===== src/sv/mcd_pkg.sv =====
// Shared types and constants for the microcoded datapath step block.
`timescale 1ns / 1ps

package mcd_pkg;

    localparam int DATA_W          = 32;
    localparam int REG_IDX_W       = 4;
    localparam int REG_COUNT       = 16;
    localparam int CODE_W          = 13;
    localparam int HOST_ADDR_W     = 10;
    localparam int MEM_WORDS_DEF   = 1024;
    localparam int RETURN_REG_DEF  = 15;

    typedef enum logic [1:0] {
        KIND_EXEC   = 2'd0,
        KIND_MEM_WR = 2'd1,
        KIND_MEM_RD = 2'd2
    } kind_t;

    typedef enum logic [1:0] {
        ALU_ADD  = 2'd0,
        ALU_NAND = 2'd1,
        ALU_SUB  = 2'd2
    } alu_op_t;

    // microstep control codes
    localparam logic [CODE_W-1:0] CODE_A_RY    = 13'd1088;
    localparam logic [CODE_W-1:0] CODE_B_RX    = 13'd1057;
    localparam logic [CODE_W-1:0] CODE_B_RZ    = 13'd1056;
    localparam logic [CODE_W-1:0] CODE_B_IMM   = 13'd288;
    localparam logic [CODE_W-1:0] CODE_ALU_WB  = 13'd2049;
    localparam logic [CODE_W-1:0] CODE_ALU_ADD = 13'd2064;
    localparam logic [CODE_W-1:0] CODE_LOAD    = 13'd513;
    localparam logic [CODE_W-1:0] CODE_STORE   = 13'd1026;
    localparam logic [CODE_W-1:0] CODE_BEQ     = 13'd2052;
    localparam logic [CODE_W-1:0] CODE_A_PC    = 13'd4160;
    localparam logic [CODE_W-1:0] CODE_PC_ADD  = 13'd2176;
    localparam logic [CODE_W-1:0] CODE_SAVE_RA = 13'd4097;
    localparam logic [CODE_W-1:0] CODE_PC_RX   = 13'd1152;

    typedef struct packed {
        logic                 en;
        logic [REG_IDX_W-1:0] idx;
        logic [DATA_W-1:0]    data;
    } rf_wr_t;

endpackage


===== src/sv/mcd_regfile.sv =====
// 16-entry register file with load writeback port and bypass on the read port.
`timescale 1ns / 1ps

module mcd_regfile (
    input  logic                            aclk,
    input  logic                            aresetn,
    input  mcd_pkg::rf_wr_t                 ld_wr,   // late load data, older item
    input  mcd_pkg::rf_wr_t                 ex_wr,   // current item
    input  logic [mcd_pkg::REG_IDX_W-1:0]   raddr,
    output logic [mcd_pkg::DATA_W-1:0]      rdata
);

    logic [mcd_pkg::DATA_W-1:0] regs_reg [mcd_pkg::REG_COUNT];

    always_ff @(posedge aclk) begin
        if (!aresetn) begin
            for (int i = 0; i < mcd_pkg::REG_COUNT; i++) begin
                regs_reg[i] <= '0;
            end
        end else begin
            if (ld_wr.en) begin
                regs_reg[ld_wr.idx] <= ld_wr.data;
            end
            // younger item wins on a clash
            if (ex_wr.en) begin
                regs_reg[ex_wr.idx] <= ex_wr.data;
            end
        end
    end

    assign rdata = (ld_wr.en && ld_wr.idx == raddr) ? ld_wr.data : regs_reg[raddr];

endmodule


===== config.mk =====
export PLATFORM = sky130hd
export DESIGN_NAME = mcd_regfile
export DESIGN_NICKNAME = d
export VERILOG_FILES = /design/src/sv/mcd_pkg.sv /design/src/sv/mcd_regfile.sv
export SDC_FILE = /design/constraint.sdc
export NUM_CORES = 1
export LEC_CHECK = 0
export BUFFER_PORTS_ARGS = -buffer_cell sky130_fd_sc_hd__buf_4
export CORE_MARGIN = 5
export CORE_UTILIZATION = 45
export DETAILED_ROUTE_END_ITERATION = 16
export HOLD_SLACK_MARGIN = 0.03
export SETUP_SLACK_MARGIN = 0.05
export SYNTH_ARGS = -nofsm -noshare
export SYNTH_HDL_FRONTEND = slang
export SYNTH_SLANG_ARGS = --single-unit

===== constraint.sdc =====
create_clock -name aclk -period 5.5 [get_ports aclk]
set_input_delay 0.275 -clock aclk [delete_from_list [all_inputs] [get_ports aclk]]
set_output_delay 0.275 -clock aclk [all_outputs]
set_load 0.03 [all_outputs]

Yosys cells after proc, flatten, opt, wreduce, memory -nomap -nowiden
Memories as Yosys holds them, arrays and structs flattened.
Index checks and enable logic that the tools add are counted.
{"block": "totals", "register_bits": 0, "ram_bits": 512, "in_bits": 80, "mem_count": 1}
{"name": "regs_reg", "words": 16, "width": 32, "read_ports": 1, "rd_ports_with_merged_regs": 0, "wr": 16, "line_no": "mcd_regfile.sv:13", "source": "logic [mcd_pkg::DATA_W-1:0] regs_reg [mcd_pkg::REG_COUNT];"}
{"block": "classes", "n_eq_ne": 1, "muxes": 14, "n_reduce_logical": 3}
{"op": "$mux 32", "count": 3}
{"op": "$reduce_or 32->1", "count": 2}
{"op": "$mux 1", "count": 9}
{"op": "$mux 4", "count": 2}
{"op": "$eq 4x4->1", "count": 1}
{"op": "$logic_and 1x1->1", "count": 1}

Logic depth before layout (Yosys ltp)
Gate-level depths: netlist of run 1.
{"block": "depth", "word_depth": 5, "depth_mapped": 7, "ltp_nobuf": 4}

Worst setup path before layout of run 1
OpenSTA, ideal clock, no wires.
{"block": "synth_path", "path_kind": "input-to-reg", "start": "input port ex_wr[32] (netlist bit)", "end": "memory regs_reg[14][0] (netlist bit), enable pin", "arrival_time_ns": 2.098, "t_required_ns": 5.105, "path_slack_ns": 3.006, "path_stages": 6, "n_path_buf": 3, "cell_sequence": "buf_2 > nand2b_1 > clkbuf_1 > nor2_1 > clkbuf_1 > nand3b_1"}
{"element": "start, declared", "line_no": "mcd_regfile.sv:8", "source": "input mcd_pkg::rf_wr_t ex_wr,"}
{"element": "end, declared", "line_no": "mcd_regfile.sv:13"}

Worst setup path after layout of run 1
{"block": "layout_path", "start": "input port raddr[0] (netlist bit)", "end": "output port rdata[16] (netlist bit)"}
{"block": "layout_between", "elab_chain_len": 3}
{"element": "start, declared", "line_no": "mcd_regfile.sv:9", "source": "input logic [mcd_pkg::REG_IDX_W-1:0] raddr,"}
{"element": "parallel branches: the longest is 2 deep, another holds $mem_v2 16x32"}
{"element": "$mux 32 *", "line_no": "mcd_regfile.sv:31", "source": "assign rdata = (ld_wr.en && ld_wr.idx == raddr) ? ld_wr.data : regs_reg[raddr];"}
{"element": "end, declared", "line_no": "mcd_regfile.sv:10", "source": "output logic [mcd_pkg::DATA_W-1:0] rdata"}
Mark *: on every way between the ends.

==> results of run 1 <==
synthesized netlist by cell type (all sizes together):
library cell  number
and4b              2
nor2b              4
xnor2              1
and4               1
xor2               3
nand4bb            1
nand3              4
and4bb             1
nand2b             2
nand3b            16
edfxtp           512
nand4b             2
nor2              30
nor4               1
mux2              32
nand4              1
nor3               4
a22oi             62
mux4             129
a22o             512
and2               1
nand2             45
clkbuf           152
buf              126
layout make-up:
cell class,instances,area share (%)
antenna,4,0.03532
clock buffer,70,5.206
clock inverter,25,0.4724
multi-input combinational,854,32.16
sequential,512,54.25
tap,756,3.338
timing repair buffer,164,4.539
layer usage:
metal,global-route usage [%],vias to the layer above
met5,0,-
met4,10.69,0
met3,3.715,160
met2,43.48,932
met1,36.23,8711
li1,-,6749
worst max-delay path by stage:
stage               from                to  slack, ns
6_report        raddr[0]         rdata[16]       2.29
2_1_floorplan  ex_wr[32]   regs_reg[14][0]       3.01
5_1_grt         raddr[0]         rdata[12]       2.04
3_3_place_gp     aresetn  regs_reg[10][16]       2.25
3_5_place_dp     aresetn  regs_reg[10][24]       2.21
4_1_cts         raddr[0]         rdata[16]       2.25
logic make-up after synthesis:
| family | after synthesis |
|---|---|
| mux | 161 |
| xor+xnor | 4 |
| simple gates | 115 |
| buf+inv | 278 |
| flops | 512 |
| compound gates | 574 |
stage by stage:
step,total power [mW],hold WS [ns]
after floorplan,5.309,0.7243
after global placement,5.665,0.7194
after detailed placement,5.687,0.7221
after CTS,9.056,0.08509
after global routing,9.280,0.1104
final,9.030,0.1171
power by group through the flow:
| stage | sequential [mW] | combinational [mW] | clock (mW) |
|---|---|---|---|
| after floorplan | 4.67 | 0.639 | 0 |
| after global placement | 4.69 | 0.978 | 0 |
| after detailed placement | 4.70 | 0.988 | 0 |
| after CTS | 4.62 | 0.989 | 3.45 |
| after global routing | 4.64 | 1.04 | 3.60 |
| final | 4.62 | 0.988 | 3.42 |
==> flow_summary.toml, run 1 <==
[run_status]
status = "completed"

[power_and_ir_drop]
switching_share_pct = 24.24
p_switching_mw = 2.189
power_frac_comb_pct = 10.9
p_clk_share_pct = 37.9
pwr-share-seq_pct = 51.1
p_int_mw = 6.842
ir_drop_mv = 0.2240
leakage_nw = 9.625
pwr_density_cell_nw_per_um2 = 318.7

[worst_setup_path]
cp.depth = 7
cp.required_ns = 5.22
arrival_ns = 2.93
max_stage_delay_ns = 0.62
path_common_cell = "buf_4"
cp_top_family = "buffers and inverters"
worstPathCellList = "clkbuf_8, buf_4, xor2_1, nor4_4, buf_4, mux2_2, buf_4"
crit_path_end_kind = "output pin"
crit_buf_inv = 4
cp-start-kind = "primary input"
worst-setup-path-type = "in -> out"
crit_slowest_cell = "clkbuf_8"
crit_fanout = 64

[worst_hold_path]
hold_path_end = "regs_reg[13][18]"
hold_start = "ld_wr[18]"
worstHoldPathCells = 2
hp-class = "in -> reg"

[layout]
fin_cells = 2385
area_growth_pct = 11.76
final_util_pct = 50.55
layout-drive-gt1-share_pct = 26.58
stdcell_area_sq_um = 28340
final-seq-area_sq_um = 15370
fillers = 4676
multi_input_area_sq_um = 9112
final_cell_mix = "512 x a22o_1, 512 x edfxtp_1, 159 x buf_4, 129 x mux4_2, 62 x a22oi_1"
fin_nets = 1667
largest_reg_flops = 512

[route]
first_pass_iters = 5
vias_per_cell = 6.940
m1WireLength_um = 32350
via_count = 16552
drt_iter0_markers = 1750
postRouteWirelength_um = 82070
dr_wl_met2_um = 39950
wl_met3_um = 6480
drc = 0
wl_per_cell_um = 34.41
postRouteAntennaNets = 0
highest_layer = "met4"

[timing]
setup_viol = 0
timing.final.crit_share_pct = 58.28
drv_slew = 0
period_needed_ns = 3.205
max-slew-margin-rel_pct = 5.901
tightest_slew_ns = 1.408
fmax_mhz = 312.0
hold_viol = 0
rsz0062_at_grt = "false"
setup_ws_ns = 2.295
setup_tns_ns = 0

[die]
die_w_um = 247.4
start_util_pct = 45.23
fp.dieArea_sq_um = 61200
die_h_um = 247.4
core_sq_um = 56060
rows = 87
io_pins = 112

[clock_network]
cts_hold_buf = 0
cts_sinks = 512
cts-root-buf = "clkbuf_16"
cts_tree = "built"
clockBufferDepth = 3
path_clk_slew_ns = 0.06
cts_setup_buffers = 0
cts_resized = 0
h-tree-depth = 2
cts-buffers-inserted = 55

[synthesis]
synthMuxAreaShare_pct = 12.88
synth_area_leaders = "edfxtp_1 61%, a22o_1 18%, mux4_2 11%"
yosysWarnings = 0
syn_area_per_cell_sq_um = 15.42
synth_cells = 1644
yosysUniqueCellTypes = 26
synth_compound_area_share_pct = 19.52
synth_top_family_by_area = "compound AO/OA/AOI/OAI gates"
syn_nets = 1724
ys_seq_area_share_pct = 60.63
synth-simple-area-share_pct = 2.344
synth_fa_ha_area_share_pct = 0
ys_ff_latch = 512
synth_top_area_share_pct = 60.63
synth_top_area_cell = "edfxtp_1"
synth-xor-area-share_pct = 0.1382
synthesis.area_sq_um = 25360

[placement]
pre_cts_ws_ns = 2.215
gp_congestion = 0.8229
dp.cells = 2285
port_buffers = 111
hpwl_um = 46160
postPlaceCellArea_sq_um = 26700

[global_routing]
track_usage_pct = 26.57
grt_pass1_wl_um = 119300
antenna_found_initial = 4
grt_overflow = 0
grt_pass1_vias = 16926
grt_max_degree = 84

[flow_run]
max_cap_viol_count = 0
(Power assumes the default switching activity.)
==> inputs of run 2 (changes only) <==
- ABC_AREA: not set -> 1
- clock period: 5.5 -> 2.9 ns (I/O delays scaled with it)
==> flow_summary.toml, run 2 <==
[timing]
max-slew-margin-rel_pct = 32.17
setup_viol = 0
rsz0062_at_grt = "false"
tightest_slew_ns = 1.015
timing.final.crit_share_pct = 74.83
setup_tns_ns = 0
hold_viol = 0
period_needed_ns = 2.170
timing.hold.ws_ns = 0.1421
drv_slew = 0
fmax_mhz = 460.8

[power_and_ir_drop]
pwr_density_cell_nw_per_um2 = 606.2
power_frac_comb_pct = 11.8
p_int_mw = 12.79
leakage_nw = 10.66
switching_share_pct = 25.91
p_switching_mw = 4.474
pwr-share-seq_pct = 50.7
p_clk_share_pct = 37.5
ir_drop_mv = 0.4644

[route]
drt_iter0_markers = 2829
wl_per_cell_um = 27.32
postRouteWirelength_um = 93310
first_pass_iters = 8
drc = 0
postRouteAntennaNets = 0
via_count = 22122
vias_per_cell = 6.478

[layout]
area_growth_pct = 12.32
fillers = 5172
layout_commonest_cell = "nand2_1"
layout-drive-gt1-share_pct = 10.83
fin_nets = 2696
antennaDiodeCount = 0
largest_reg_flops = 512
final_cell_mix = "789 x nand2_1, 514 x o22ai_1, 512 x edfxtp_1, 387 x nand3_1, 178 x buf_4"

[synthesis]
synth_compound_area_share_pct = 12.96
synth-xor-area-share_pct = 0
async_reset_ff_share_pct = 0
synth_fa_ha_area_share_pct = 0
synth_top_family_by_area = "simple AND/OR/NAND/NOR gates"
ys_ff_latch = 512
synth-edff-count = 512
synth_top_area_cell = "edfxtp_1"
yosysUniqueCellTypes = 21
synth_area_leaders = "edfxtp_1 61%, o22ai_1 13%, nand2_1 12%"
synth-simple-area-share_pct = 20.51
synthesis.area_sq_um = 25360
ys_seq_area_share_pct = 60.63
synth_top_area_share_pct = 60.63
synthMuxAreaShare_pct = 0
yosysWarnings = 0
synth_cells = 2641
synth_flop_cell = "edfxtp_1"
syn_nets = 2721
synth_common_cells = "803 x nand2_1, 514 x o22ai_1, 512 x edfxtp_1, 391 x nand3_1, 161 x clkbuf_1"
post-synth-top-count-cell = "nand2_1"
syn_area_per_cell_sq_um = 9.602

[clock_network]
cts-root-buf = "clkbuf_16"
clockBufferDepth = 3
cts_tree = "built"
cts_setup_buffers = 0
cts_resized = 0
h-tree-depth = 2
cts_hold_buf = 0
cts-buffers-inserted = 53
cts_sinks = 512
path_clk_slew_ns = 0.06

[die]
fp.dieArea_sq_um = 61200
die_h_um = 247.4
core_sq_um = 56060
rows = 87
start_util_pct = 45.23
die_w_um = 247.4
io_pins = 112

[global_routing]
grt_overflow = 0
grt_pass1_wl_um = 136200
track_usage_pct = 29.70
grt_max_degree = 118
grt_pass1_vias = 21111
antenna_found_initial = 0

[worst_setup_path]
cp.required_ns = 2.76
crit_path_end_kind = "output pin"
arrival_ns = 2.03
cp-start-kind = "primary input"
crit_fanout = 57
worst-setup-path-type = "in -> out"

[worst_hold_path]
worstHoldPathCells = 3
hp-class = "in -> reg"
hold_start = "ld_wr[14]"
hold_path_end = "regs_reg[1][14]"

[placement]
hpwl_um = 49420
gp_congestion = 0.8398
port_buffers = 111

[flow_run]
max_cap_viol_count = 0

[run_status]
status = "completed"
run 2: layout make-up:
cell class | instances | area (sq um) | share of cell area, %
clock buffers | 64 | 1368 | 4.802
clock inverters | 34 | 227.7 | 0.7995
inverters | 92 | 352.8 | 1.239
multi-input cells | 1762 | 8542 | 29.99
flip-flops and latches | 512 | 15370 | 53.98
well taps | 756 | 945.9 | 3.321
repair buffers | 195 | 1670 | 5.865
run 2: cell families (layout without fill, tap and decap cells):
family | Yosys count | count (layout)
compound gates | 524 | 524
flops | 512 | 512
buf+inv | 367 | 385
simple gates | 1238 | 1238
run 2: worst max-delay path by stage:
stage                    from         endpoint  cells past startpoint
floorplan             aresetn  regs_reg[12][0]                      5
global placement    ex_wr[32]  regs_reg[0][16]                      5
detailed placement  ex_wr[32]   regs_reg[0][7]                      5
CTS                  raddr[0]         rdata[3]                     12
global route         raddr[0]        rdata[28]                     12
finish               raddr[0]         rdata[6]                     12
run 2: per-layer routing:
metal  vias to the layer above  GRT usage (%)  routed length [um]
met1                     10669          39.36               35130
met4                         0          14.57                5069
li1                       9613              -                   -
met3                       317          5.374                9600
met2                      1523          47.50               43510
met5                         -              0                   0
run 2: critical path: stages:
cell and delay [ns]:
clkbuf_8 0.20, inv_6 0.12, buf_4 0.55, nand2_1 0.12, nand3_1 0.10, nand3_1 0.07, nand2_1 0.08, nand2_1 0.08
nand2_1 0.17, nand2_1 0.07, nand2_1 0.08, buf_4 0.16
run 2: power groups by stage:
stage	Combinational [mW]	Clock [mW]	Sequential [mW]
after global placement	1.99	0	8.89
after detailed placement	2.00	0	8.90
after global routing	2.19	6.85	8.78
final	2.03	6.48	8.75
after floorplan	1.24	0	8.88
after CTS	2.01	6.51	8.75
run 2: stage by stage:
step / power, mW / util (%) / std cells / setup slack [ns] / area [sq um]
floorplan: 10.12 / - / 2641 / 0.2048 / 25360
global placement: 10.87 / 47.96 / 3317 / 0.6542 / 26890
detailed placement: 10.90 / 47.96 / 3317 / 0.5890 / 26890
CTS: 17.26 / 50.80 / 3415 / 0.7947 / 28480
global route: 17.82 / 50.80 / 3415 / 0.5984 / 28480
finish: 17.27 / 50.80 / 3415 / 0.7298 / 28480
