`config.mk`:
```
export PLATFORM = sky130hd
export DESIGN_NAME = mcd_alu
export DESIGN_NICKNAME = d
export VERILOG_FILES = /design/src/sv/mcd_pkg.sv /design/src/sv/mcd_alu.sv
export SDC_FILE = /design/constraint.sdc
export NUM_CORES = 1
export LEC_CHECK = 0
export BUFFER_PORTS_ARGS = -buffer_cell sky130_fd_sc_hd__buf_4
export CORE_MARGIN = 4
export CORE_UTILIZATION = 53
export DETAILED_ROUTE_END_ITERATION = 8
export PLACE_DENSITY = 0.85
export RECOVER_POWER = 50
export SYNTH_ARGS = -nofsm -noshare
export SYNTH_HDL_FRONTEND = slang
export SYNTH_SLANG_ARGS = --single-unit
export TNS_END_PERCENT = 10
```
`constraint.sdc`:
```
create_clock -name vclk -period 10.85
set_input_delay 2.7125 -clock vclk [all_inputs]
set_output_delay 2.7125 -clock vclk [all_outputs]
set_load 0.005 [all_outputs]
```
`src/sv/mcd_pkg.sv`:
```
// Shared types and constants for the microcoded datapath step block.
`timescale 1ns / 1ps

package mcd_pkg;

    localparam int DATA_W          = 32;
    localparam int REG_IDX_W       = 4;
    localparam int REG_COUNT       = 16;
    localparam int CODE_W          = 13;
    localparam int HOST_ADDR_W     = 10;
    localparam int MEM_WORDS_DEF   = 1024;
    localparam int RETURN_REG_DEF  = 15;

    typedef enum logic [1:0] {
        KIND_EXEC   = 2'd0,
        KIND_MEM_WR = 2'd1,
        KIND_MEM_RD = 2'd2
    } kind_t;

    typedef enum logic [1:0] {
        ALU_ADD  = 2'd0,
        ALU_NAND = 2'd1,
        ALU_SUB  = 2'd2
    } alu_op_t;

    // microstep control codes
    localparam logic [CODE_W-1:0] CODE_A_RY    = 13'd1088;
    localparam logic [CODE_W-1:0] CODE_B_RX    = 13'd1057;
    localparam logic [CODE_W-1:0] CODE_B_RZ    = 13'd1056;
    localparam logic [CODE_W-1:0] CODE_B_IMM   = 13'd288;
    localparam logic [CODE_W-1:0] CODE_ALU_WB  = 13'd2049;
    localparam logic [CODE_W-1:0] CODE_ALU_ADD = 13'd2064;
    localparam logic [CODE_W-1:0] CODE_LOAD    = 13'd513;
    localparam logic [CODE_W-1:0] CODE_STORE   = 13'd1026;
    localparam logic [CODE_W-1:0] CODE_BEQ     = 13'd2052;
    localparam logic [CODE_W-1:0] CODE_A_PC    = 13'd4160;
    localparam logic [CODE_W-1:0] CODE_PC_ADD  = 13'd2176;
    localparam logic [CODE_W-1:0] CODE_SAVE_RA = 13'd4097;
    localparam logic [CODE_W-1:0] CODE_PC_RX   = 13'd1152;

    typedef struct packed {
        logic                 en;
        logic [REG_IDX_W-1:0] idx;
        logic [DATA_W-1:0]    data;
    } rf_wr_t;

endpackage

```
`src/sv/mcd_alu.sv`:
```
// ALU of the datapath: add, nand or subtract of the two operand latches.
`timescale 1ns / 1ps

module mcd_alu (
    input  mcd_pkg::alu_op_t              op,
    input  logic [mcd_pkg::DATA_W-1:0]    a,
    input  logic [mcd_pkg::DATA_W-1:0]    b,
    output logic [mcd_pkg::DATA_W-1:0]    y
);

    always_comb begin
        case (op)
            mcd_pkg::ALU_NAND: y = ~(a & b);
            mcd_pkg::ALU_SUB:  y = a - b;
            default:           y = a + b;   // unused selector adds too
        endcase
    end

endmodule

```
---- Word-level counts from Yosys, hierarchy flattened ----
Cells that the tools add are included.
storage, ports and cells
  latch bits .............................. 0
  memory bits (writable) .................. 0
  memories ................................ 0
  word-level logic and storage cells ...... 7
  bits in read-only memories .............. 0
  output and inout port bits .............. 32
  bits of input ports ..................... 66
  flip-flop bits (word level) ............. 0
cells by class
  bitwise gates (word level) .............. 2
  equal/unequal tests ..................... 2
  magnitude comparators ................... 0
  divide/modulo/power cells ............... 0
  mux-type cells .......................... 1
  add/sub/neg operators ................... 2
  reduce and logical (&&, ||, !) cells .... 0
  $mul .................................... 0
  shift operators ......................... 0
operators with widths
  kind                  number
  $pmux W32 S2          1
  $add A32 B32 Y32      1
  $and A32 B32 Y32      1
  $not A32 Y32          1
  $sub A32 B32 Y32      1
  $eq A2 B1 Y1 const B  1
  $eq A2 B2 Y1 const B  1

---- Logic depth before layout (Yosys ltp) ----
Gate-level depths: netlist (run 1).
  depth after elaboration ................. 3
  mapped depth ............................ 19
  depth with buffers taken out ............ 19

---- Worst setup path before layout (run 1) ----
OpenSTA, ideal clock, no wires.
  kind .................................... input -> output
  start ................................... input port b[4] (netlist name)
  end ..................................... output port y[31] (netlist name)
  path buffers ............................ 0
  stages on the path ...................... 17
  arrival time ............................ 6.788 ns
  setup slack ............................. 1.350 ns
  data required time ...................... 8.137 ns
  path through ............................ or3_1 > or3_1 > or3_1 > or4_1 > or2_1 > nor2_1 > a21oi_1 > xnor2_1 > ha_1 > a21oi_1 > nand2_1 > a221o_1 > nor2_1 > a21oi_1 > xnor2_1 > mux2_4 > nor3_1
between the ends
  word-level cells in the longest chain between the ends .. 2
  elaborated cells between the ends (all ways) .. 3
  classes of those cells .................. 2 x add/sub; 1 x mux
ends and longest elaborated chain
  element                                               line                          text
  start, declared                                       mcd_alu.sv:7                  input logic [mcd_pkg::DATA_W-1:0] b,
  $add A32 B32 Y32 or $sub A32 B32 Y32 (tied branches)  mcd_alu.sv:15, mcd_alu.sv:14
  $pmux W32 S2 *                                        mcd_alu.sv:12                 case (op)
  end, declared                                         mcd_alu.sv:8                  output logic [mcd_pkg::DATA_W-1:0] y
Every way passes the cells marked *; elsewhere a longest branch is shown, timed or not.

---- Final worst setup path (run 1) ----
  start ................................... input port b[4] (netlist name)
  end ..................................... output port y[29] (netlist name)
Same word-level chain as after synthesis.

==> impl_metrics.py, run 1 <==
metrics = {
    "cells_and_area": {
        "final_util": 0.734,
        "multiInputGateArea_mm2": 0.00247,
        "final_nets": 559,
        "seq_cells": 0,
        "drive_gt1_frac": 0.243,
        "final_common_cell": "buf_4",
        "fillCellCount": 398,
        "diodes": 0,
        "clkbuf_count": 0,
        "most-common-layout-cells": "85 x buf_4, 42 x nor2_1, 33 x ha_1",
        "syn_to_final_growth_pct": 30.2,
        "register_area_um2": 0,
    },
    "sta": {
        "setup_viol": 0,
        "timing.final.ws_setup_ns": 0.637,
        "hold_viol": 0,
        "slew_headroom": -0.711,
        "finalMaxSlewViolations": 66,
        "final.setup.tns_ns": 0,
        "rsz0062_at_grt": "no",
        "finalCritPeriodShare": 0.941,
        "fmax_mhz": 97.9,
        "tightest_slew_ns": 2.57,
        "min_period_ns": 10.21,
    },
    "setup_path": {
        "cp-end-kind": "primary output",
        "cpPeakStageDelay_ns": 0.50,
        "path_common_cell": "a21o_1",
        "setup.worst_path.class": "input port to primary output",
        "critPathLaunchType": "input port",
        "cp_slowest_cell": "or4_1",
        "crit_chain": "clkbuf_1 > or3_1 > or3_1 > or3_1 > or4_1 > or2_1 > o41ai_2 > xor2_1 > ha_1 > a21o_1 > a21o_1 > a21o_1 > a21o_1 > a221oi_1 > o21ai_0 > xnor2_1 > o21ai_0 > buf_4",
        "cp.required_ns": 8.14,
        "cp.arrival_ns": 7.50,
        "cp_max_fo": 6,
    },
    "detailed_routing": {
        "ant_nets": 0,
        "drtIter0Drc": 167,
        "drc_errors": 0,
        "routed_wl_um": 7470,
        "drt-wirelength-per-cell_um": 14.7,
        "first_pass_iters": 4,
        "num_vias": 3086,
        "vias_per_cell": 6.06,
    },
    "power_and_ir_drop": {
        "p_leak_uw": 0.00158,
        "p_per_area_mw_per_mm2": 82.7,
        "irDropWorstVdd_mv": 0.0561,
    },
    "die": {
        "rows": 24,
        "die_h_um": 77.2,
        "dieWidth_um": 77.2,
        "ios": 98,
        "initial_core_util": 0.564,
        "coreArea_mm2": 0.00450,
        "die-area_mm2": 0.00597,
    },
    "global_route": {
        "grt_pass1_wl_um": 12800,
        "gr-total-overflow": 0,
        "grt_max_degree": 66,
        "grt_pass1_vias": 2907,
        "grt_usage": 0.245,
        "antenna_found_initial": 0,
    },
    "placement": {
        "hpwl_um": 6310,
        "dp_slack_ns": 0.784,
        "place.gp.congestion": 0.954,
        "portBuffers": 98,
    },
    "clock_network": {
        "cts_hold_buffers": 0,
        "post-cts-setup-buffer-count": 0,
        "postCtsResizedCells": 0,
    },
    "synthesis": {
        "synth_mux_area_frac": 0.0177,
        "synth_top_family_by_area": "compound AO/OA/AOI/OAI gates",
        "synth_area_mm2": 0.00254,
        "yosysUniqueCellTypes": 57,
        "synth_xor_area_frac": 0.196,
        "yosys_warnings": 0,
        "synth_compound_area_frac": 0.346,
        "synthCells": 368,
        "syn_area_per_cell_um2": 6.91,
        "synth_nets": 468,
        "synth-seq-area-share": 0,
        "synthAdderAreaFrac": 0.170,
        "synth-simple-area-share": 0.240,
    },
    "status": {
        "violations": "max-capacitance violations, max-slew violations",
        "outcome": "complete, but fails checks",
    },
    "run": {
        "cap_violations": 1,
    },
    "worst_hold_path": {
        "min_path_cells": 3,
        "min_path_type": "input port to primary output",
    },
}
## cell type report
class / count / share of cell area
inverter: 9 / 0.0102
multi-input combinational: 348 / 0.748
tap: 52 / 0.0197
timing repair buffer: 100 / 0.222
## synth_stat cells, drive strengths merged, types with 2 or more instances
cell,n,area (µm²)
xnor2,26,228
nor2,42,158
buf,3,11.3
a221oi,2,17.5
nor3,5,30.0
o21ai,19,95.1
nand2,29,111
clkbuf,8,30.0
o21ba,2,20.0
or4,4,37.5
o41ai,3,33.8
a21o,18,135
ha,33,413
o31ai,9,86.3
a21oi,32,160
xor2,31,272
or2,3,18.8
a221o,2,20.0
or3,8,50.1
inv,9,33.8
a31oi,31,194
nor4,3,33.8
nand3,4,20.0
and3,5,31.3
nor2b,5,31.3
nand2b,8,50.1
and2,2,12.5
mux2i,3,30.0
## path summary, 6_finish.rpt
check                  from  endpoint  slack, ns
worst min-delay path  a[18]     y[18]       5.70
worst max-delay path   b[4]     y[29]       0.64
## critical path: cells and delay by family
family / cells / cell delay (ns)
AOI/OAI and AO/OA: 8 / 1.77
xor gates and xnor gates: 2 / 0.36
adders and majority gates: 1 / 0.31
buffers and inverters: 2 / 0.39
and+or+nand+nor: 5 / 1.95
## per-layer routing
metal,vias up,part of all wire,GRT usage
met2,105,0.49,0.442
met5,-,0,0
met3,19,0.064,0.0269
met1,1401,0.43,0.312
met4,0,0.018,0.0480
li1,1561,-,-
## through the flow
stage                     instance area [µm²]  power [µW]  cells  hold WS [ns]
final                                    3310         274    509          5.70
after global routing                     3310         304    509          5.72
after CTS                                3320         274    509          5.71
after detailed placement                 3320         273    509          5.71
after global placement                   3320         267    509          5.70
after floorplan                          2540         170    368          5.49
## kinds of logic after synthesis
| kind of cell | after synthesis |
|---|---|
| AOI/OAI and AO/OA | 132 |
| xor gates and xnor gates | 57 |
| buffers and inverters | 20 |
| muxes | 4 |
| and+or+nand+nor | 121 |
| adders and majority gates | 34 |
## where the power goes
| part | leakage [µW] | internal [µW] | switching, µW |
|---|---|---|---|
| clock | 0 | 0 | 0 |
| sequential | 0 | 0 | 0 |
| combinational | 0.00158 | 139 | 135 |
No activity file was read; power rests on OpenSTA's default activity.
==> run 2: changes to the inputs <==
--- a/config.mk
+++ b/config.mk
@@ -5,11 +5,12 @@
 export SDC_FILE = /design/constraint.sdc
 export NUM_CORES = 1
 export LEC_CHECK = 0
+export ABC_CLOCK_PERIOD_IN_PS = 8700
 export BUFFER_PORTS_ARGS = -buffer_cell sky130_fd_sc_hd__buf_4
 export CORE_MARGIN = 4
-export CORE_UTILIZATION = 53
+export CORE_UTILIZATION = 47
 export DETAILED_ROUTE_END_ITERATION = 8
-export PLACE_DENSITY = 0.85
+export PLACE_DENSITY = 0.79
 export RECOVER_POWER = 50
 export SYNTH_ARGS = -nofsm -noshare
 export SYNTH_HDL_FRONTEND = slang
==> constraint.sdc (replaced) <==
create_clock -name vclk -period 8.7
set_input_delay 2.175 -clock vclk [all_inputs]
set_output_delay 2.175 -clock vclk [all_outputs]
set_load 0.005 [all_outputs]
==> run 2 against run 1 <==
Against the previous run: the run ends with negative setup slack left; cell area increased by 9.2%; die area increased by 11%; sequential share of layout area unchanged; setup slack got worse by 0.76 ns; non-clock buffer count increased by 28; routed wire length increased by 9.8%; via count increased by 4.8%; sequential cell count unchanged; cell count increased by 9.0%; critical endpoint is now y[31]; largest cell class unchanged; largest power group unchanged; highest routed layer unchanged.
==> impl_metrics.py, run 2 (same netlist as run 1, synthesis figures left out) <==
metrics = {
    "status": {
        "outcome": "complete, but fails checks",
        "violations": "negative setup slack",
    },
    "die": {
        "rows": 26,
        "initial_core_util": 0.491,
        "die_h_um": 81.5,
        "dieWidth_um": 81.5,
        "die-area_mm2": 0.00665,
        "ios": 98,
        "coreArea_mm2": 0.00517,
    },
    "detailed_routing": {
        "routed_wl_um": 8190,
        "drc_errors": 0,
        "drt-wirelength-per-cell_um": 14.8,
        "drtIter0Drc": 179,
        "first_pass_iters": 5,
        "num_vias": 3234,
        "vias_per_cell": 5.83,
        "ant_nets": 0,
    },
    "power_and_ir_drop": {
        "swShare": 0.482,
        "pwr-share-comb": 1.000,
        "p_leak_uw": 0.00174,
        "p_per_area_mw_per_mm2": 102,
        "internal_power_uw": 191,
        "sequentialPowerShare": 0,
        "clock_power_share": 0,
        "irDropWorstVdd_mv": 0.0655,
        "p_total_uw": 369,
        "switching_power_uw": 178,
    },
    "setup_path": {
        "critPathLaunchType": "input port",
        "cpPeakStageDelay_ns": 0.54,
        "cp.required_ns": 6.53,
        "cp_max_fo": 5,
        "cp.arrival_ns": 6.65,
        "cp_top_family": "simple AND/OR/NAND/NOR gates",
        "cp_slowest_cell": "or4_4",
        "crit_buf_inv": 4,
        "setup.worst_path.class": "input port to primary output",
        "cp-end-kind": "primary output",
        "crit_chain": "buf_4 > or4_4 > or4_4 > or4_4 > or2_4 > o41ai_2 > xor2_1 > ha_1 > buf_4 > buf_4 > a21oi_1 > a21oi_1 > a21oi_1 > a21oi_1 > xnor2_1 > mux2_4 > nor3_2 > buf_4",
    },
    "sta": {
        "timing.final.ws_setup_ns": -0.123,
        "min_period_ns": 8.82,
        "tightest_slew_ns": 0.595,
        "finalCritPeriodShare": 1.01,
        "finalMaxSlewViolations": 0,
        "rsz0062_at_grt": "yes",
        "hold_viol": 0,
        "slew_headroom": 0.602,
        "fmax_mhz": 113,
        "final.setup.tns_ns": -0.123,
        "setup_viol": 1,
    },
    "cells_and_area": {
        "syn_to_final_growth_pct": 42.1,
        "most-common-layout-cells": "116 x buf_4, 41 x nor2_1, 33 x ha_1",
        "seq_cells": 0,
        "final_area_mm2": 0.00361,
        "final_nets": 587,
        "clkbuf_count": 0,
        "diodes": 0,
        "drive_gt1_frac": 0.318,
        "fillCellCount": 475,
        "final_common_cell": "buf_4",
        "register_area_um2": 0,
    },
    "worst_hold_path": {
        "min_path_type": "input port to primary output",
    },
    "global_route": {
        "grt_pass1_wl_um": 13200,
        "grt_max_degree": 37,
        "gr-total-overflow": 0,
        "grt_pass1_vias": 3081,
        "grt_usage": 0.239,
        "antenna_found_initial": 0,
    },
    "run": {
        "cap_violations": 0,
    },
    "placement": {
        "place.gp.congestion": 0.954,
        "hpwl_um": 6840,
        "placed_area_mm2": 0.00353,
        "portBuffers": 98,
    },
    "clock_network": {
        "cts_hold_buffers": 0,
    },
}
run 2: cell types whose count changed in the layout (fill, tap and decap cells not counted), sizes merged:
cell    change
buf        +32
clkbuf      -4
run 2: what timing repair did:
item | 4_1_cts | 5_1_grt
pin swaps | 0 | 14
gates resized for setup | 3 | 11
hold endpoints to repair | 0 | 0
buffers inserted | 0 | 3
setup endpoints to repair | 4 | 9
run 2: power groups by stage:
stage / logic [µW] / registers (µW) / clock network [µW]
6_report: 369 / 0 / 0
5_1_grt: 408 / 0 / 0
4_1_cts: 361 / 0 / 0
3_5_place_dp: 358 / 0 / 0
3_3_place_gp: 350 / 0 / 0
2_1_floorplan: 212 / 0 / 0
run 2: routing by layer:
layer	global-route usage	share of wire	wire length [µm]	vias up
li1	-	-	-	1614
met1	0.320	0.43	3520	1502
met2	0.428	0.51	4150	104
met3	0.00439	0.047	385	14
met4	0.0473	0.016	133	0
met5	0	0	0	-
run 2: layout make-up:
| class | count | area (µm²) | area share |
|---|---|---|---|
| multi-input cells | 348 | 2530 | 0.700 |
| well taps | 70 | 87.6 | 0.0243 |
| repair buffers | 128 | 961 | 0.266 |
| inverters | 9 | 33.8 | 0.00936 |
run 2: stage by stage:
stage                     hold WS [ns]  setup slack (ns)  std cells   util
final                             4.63            -0.123        555  0.698
after global routing              4.64            -0.288        555  0.698
after CTS                         4.63           -0.0526        552  0.686
after detailed placement          4.63           -0.0798        552  0.683
after global placement            4.63           -0.0136        552  0.683
after floorplan                   4.42             0.275        368      -
run 2: final timing paths:
| check | from | end | slack [ns] | cells past startpoint |
|---|---|---|---|---|
| worst max-delay path | b[12] | y[31] | -0.12 | 18 |
| worst min-delay path | a[21] | y[21] | 4.63 | 3 |
==> run 3: changes to the inputs <==
--- a/config.mk
+++ b/config.mk
@@ -10,7 +10,8 @@
 export CORE_MARGIN = 4
 export CORE_UTILIZATION = 47
 export DETAILED_ROUTE_END_ITERATION = 8
-export PLACE_DENSITY = 0.79
+export GPL_ROUTABILITY_DRIVEN = 0
+export PLACE_DENSITY = 0.8
 export RECOVER_POWER = 50
 export SYNTH_ARGS = -nofsm -noshare
 export SYNTH_HDL_FRONTEND = slang
==> run 3 against run 2 <==
Against the previous run: the run now ends clean; utilization is 0.75 points higher; critical path depth grew 1; total power is 0.94% higher; maximum frequency rose by 1.5%; non-clock buffer count is 1 higher; largest power group unchanged.
==> impl_metrics.py, run 3 (same netlist as run 1, synthesis figures left out) <==
metrics = {
    "cells_and_area": {
        "register_area_um2": 0,
        "drive_gt1_frac": 0.325,
        "syn_to_final_growth_pct": 43.6,
        "final_nets": 588,
        "final_common_cell": "buf_4",
        "clkbuf_count": 0,
        "most-common-layout-cells": "121 x buf_4, 39 x nor2_1, 33 x ha_1",
        "final_util": 0.706,
        "seq_cells": 0,
        "fillCellCount": 438,
        "diodes": 0,
    },
    "placement": {
        "portBuffers": 98,
        "hpwl_um": 6770,
        "dp_slack_ns": -0.112,
    },
    "sta": {
        "finalMaxSlewViolations": 0,
        "slew_headroom": 0.604,
        "finalCritPeriodShare": 0.999,
        "min_period_ns": 8.69,
        "rsz0062_at_grt": "yes",
        "setup_viol": 0,
        "tightest_slew_ns": 0.594,
        "timing.final.ws_setup_ns": 0.00543,
        "hold_ws_ns": 4.61,
        "hold_viol": 0,
        "fmax_mhz": 115,
    },
    "detailed_routing": {
        "num_vias": 3199,
        "vias_per_cell": 5.75,
        "highest_layer": "met4",
        "routed-wl-met2_um": 4030,
        "drt-wirelength-per-cell_um": 14.6,
        "routed_wl_um": 8140,
        "wl_met3_um": 409,
        "ant_nets": 0,
        "first_pass_iters": 4,
        "wl_met1_um": 3660,
        "drc_errors": 0,
        "drtIter0Drc": 173,
    },
    "setup_path": {
        "cp_slowest_cell": "or4_4",
        "cp.arrival_ns": 6.52,
        "cpPeakStageDelay_ns": 0.49,
        "path_common_cell": "buf_4",
        "cp_top_family": "simple AND/OR/NAND/NOR gates",
        "crit_chain": "buf_4 > or3_4 > or3_4 > or3_4 > or4_4 > or2_4 > o41ai_4 > xor2_1 > ha_1 > buf_4 > and2_0 > buf_4 > and3_1 > a221o_1 > a21oi_2 > xnor2_1 > nor2_1 > a31oi_1 > buf_4",
        "setup.worst_path.class": "input port to primary output",
        "cp_max_fo": 4,
        "crit_buf_inv": 4,
        "critPathLaunchType": "input port",
        "cp.required_ns": 6.53,
        "cp.depth": 19,
        "cp-end-kind": "primary output",
    },
    "die": {
        "initial_core_util": 0.491,
        "die-area_mm2": 0.00665,
        "ios": 98,
        "die_h_um": 81.5,
        "rows": 26,
        "dieWidth_um": 81.5,
        "coreArea_mm2": 0.00517,
    },
    "global_route": {
        "grt_usage": 0.237,
        "gr-total-overflow": 0,
        "antenna_found_initial": 0,
        "grt_pass1_wl_um": 13300,
        "grt_max_degree": 38,
        "grt_pass1_vias": 3051,
    },
    "status": {
        "outcome": "finished clean",
    },
    "power_and_ir_drop": {
        "irDropWorstVdd_mv": 0.0633,
        "p_per_area_mw_per_mm2": 102,
        "p_leak_uw": 0.00176,
    },
    "worst_hold_path": {
        "min_path_cells": 3,
        "min_path_type": "input port to primary output",
    },
    "run": {
        "cap_violations": 0,
    },
}
## run 3: cell count changes in the layout (fill, tap and decap cells not counted), sizes merged
cell	previous run	this run
clkbuf	11	8
buf	117	121
## run 3: per-layer routing
layer	up-vias	global-route usage
li1	1616	-
met1	1490	0.312
met2	87	0.436
met3	6	0.00877
met4	0	0.0287
met5	-	0
## run 3: power by group
| group | switching [µW] | internal [µW] | leakage, µW | total (µW) |
|---|---|---|---|---|
| Clock | 0 | 0 | 0 | 0 |
| Sequential | 0 | 0 | 0 | 0 |
| Combinational | 179 | 193 | 0.00176 | 372 |
## run 3: what timing repair did
action,CTS,global route
resized for setup,1,19
setup endpoints to repair,5,8
setup buffers,0,2
hold endpoints to repair,0,0
hold buffers,0,0
pin swaps,0,8
## run 3: final cells by class
cell class                      count  area [µm²]  area share
Multi-Input combinational cell    348        2560       0.702
Inverter                            9        33.8     0.00926
Timing Repair Buffer              129         965       0.264
Tap cell                           70        87.6      0.0240
## run 3: worst min-delay path, cell delays in order
cell and delay, ns:
buf_4 0.10, a31oi_1 0.06, clkbuf_1 0.10
## run 3: final timing paths
kind                  startpoint    end  slack, ns
worst min-delay path        b[1]   y[1]       4.61
worst max-delay path        b[4]  y[28]      0.005
## run 3: per-stage QoR
stage / cells / TNS [ns] / cell area [µm²] / total power (µW)
after floorplan: 368 / 0 / 2540 / 212
after global placement: 554 / -0.0604 / 3550 / 352
after detailed placement: 554 / -0.251 / 3550 / 359
after CTS: 554 / -0.167 / 3550 / 362
after global routing: 556 / -0.619 / 3650 / 411
final: 556 / 0 / 3650 / 372
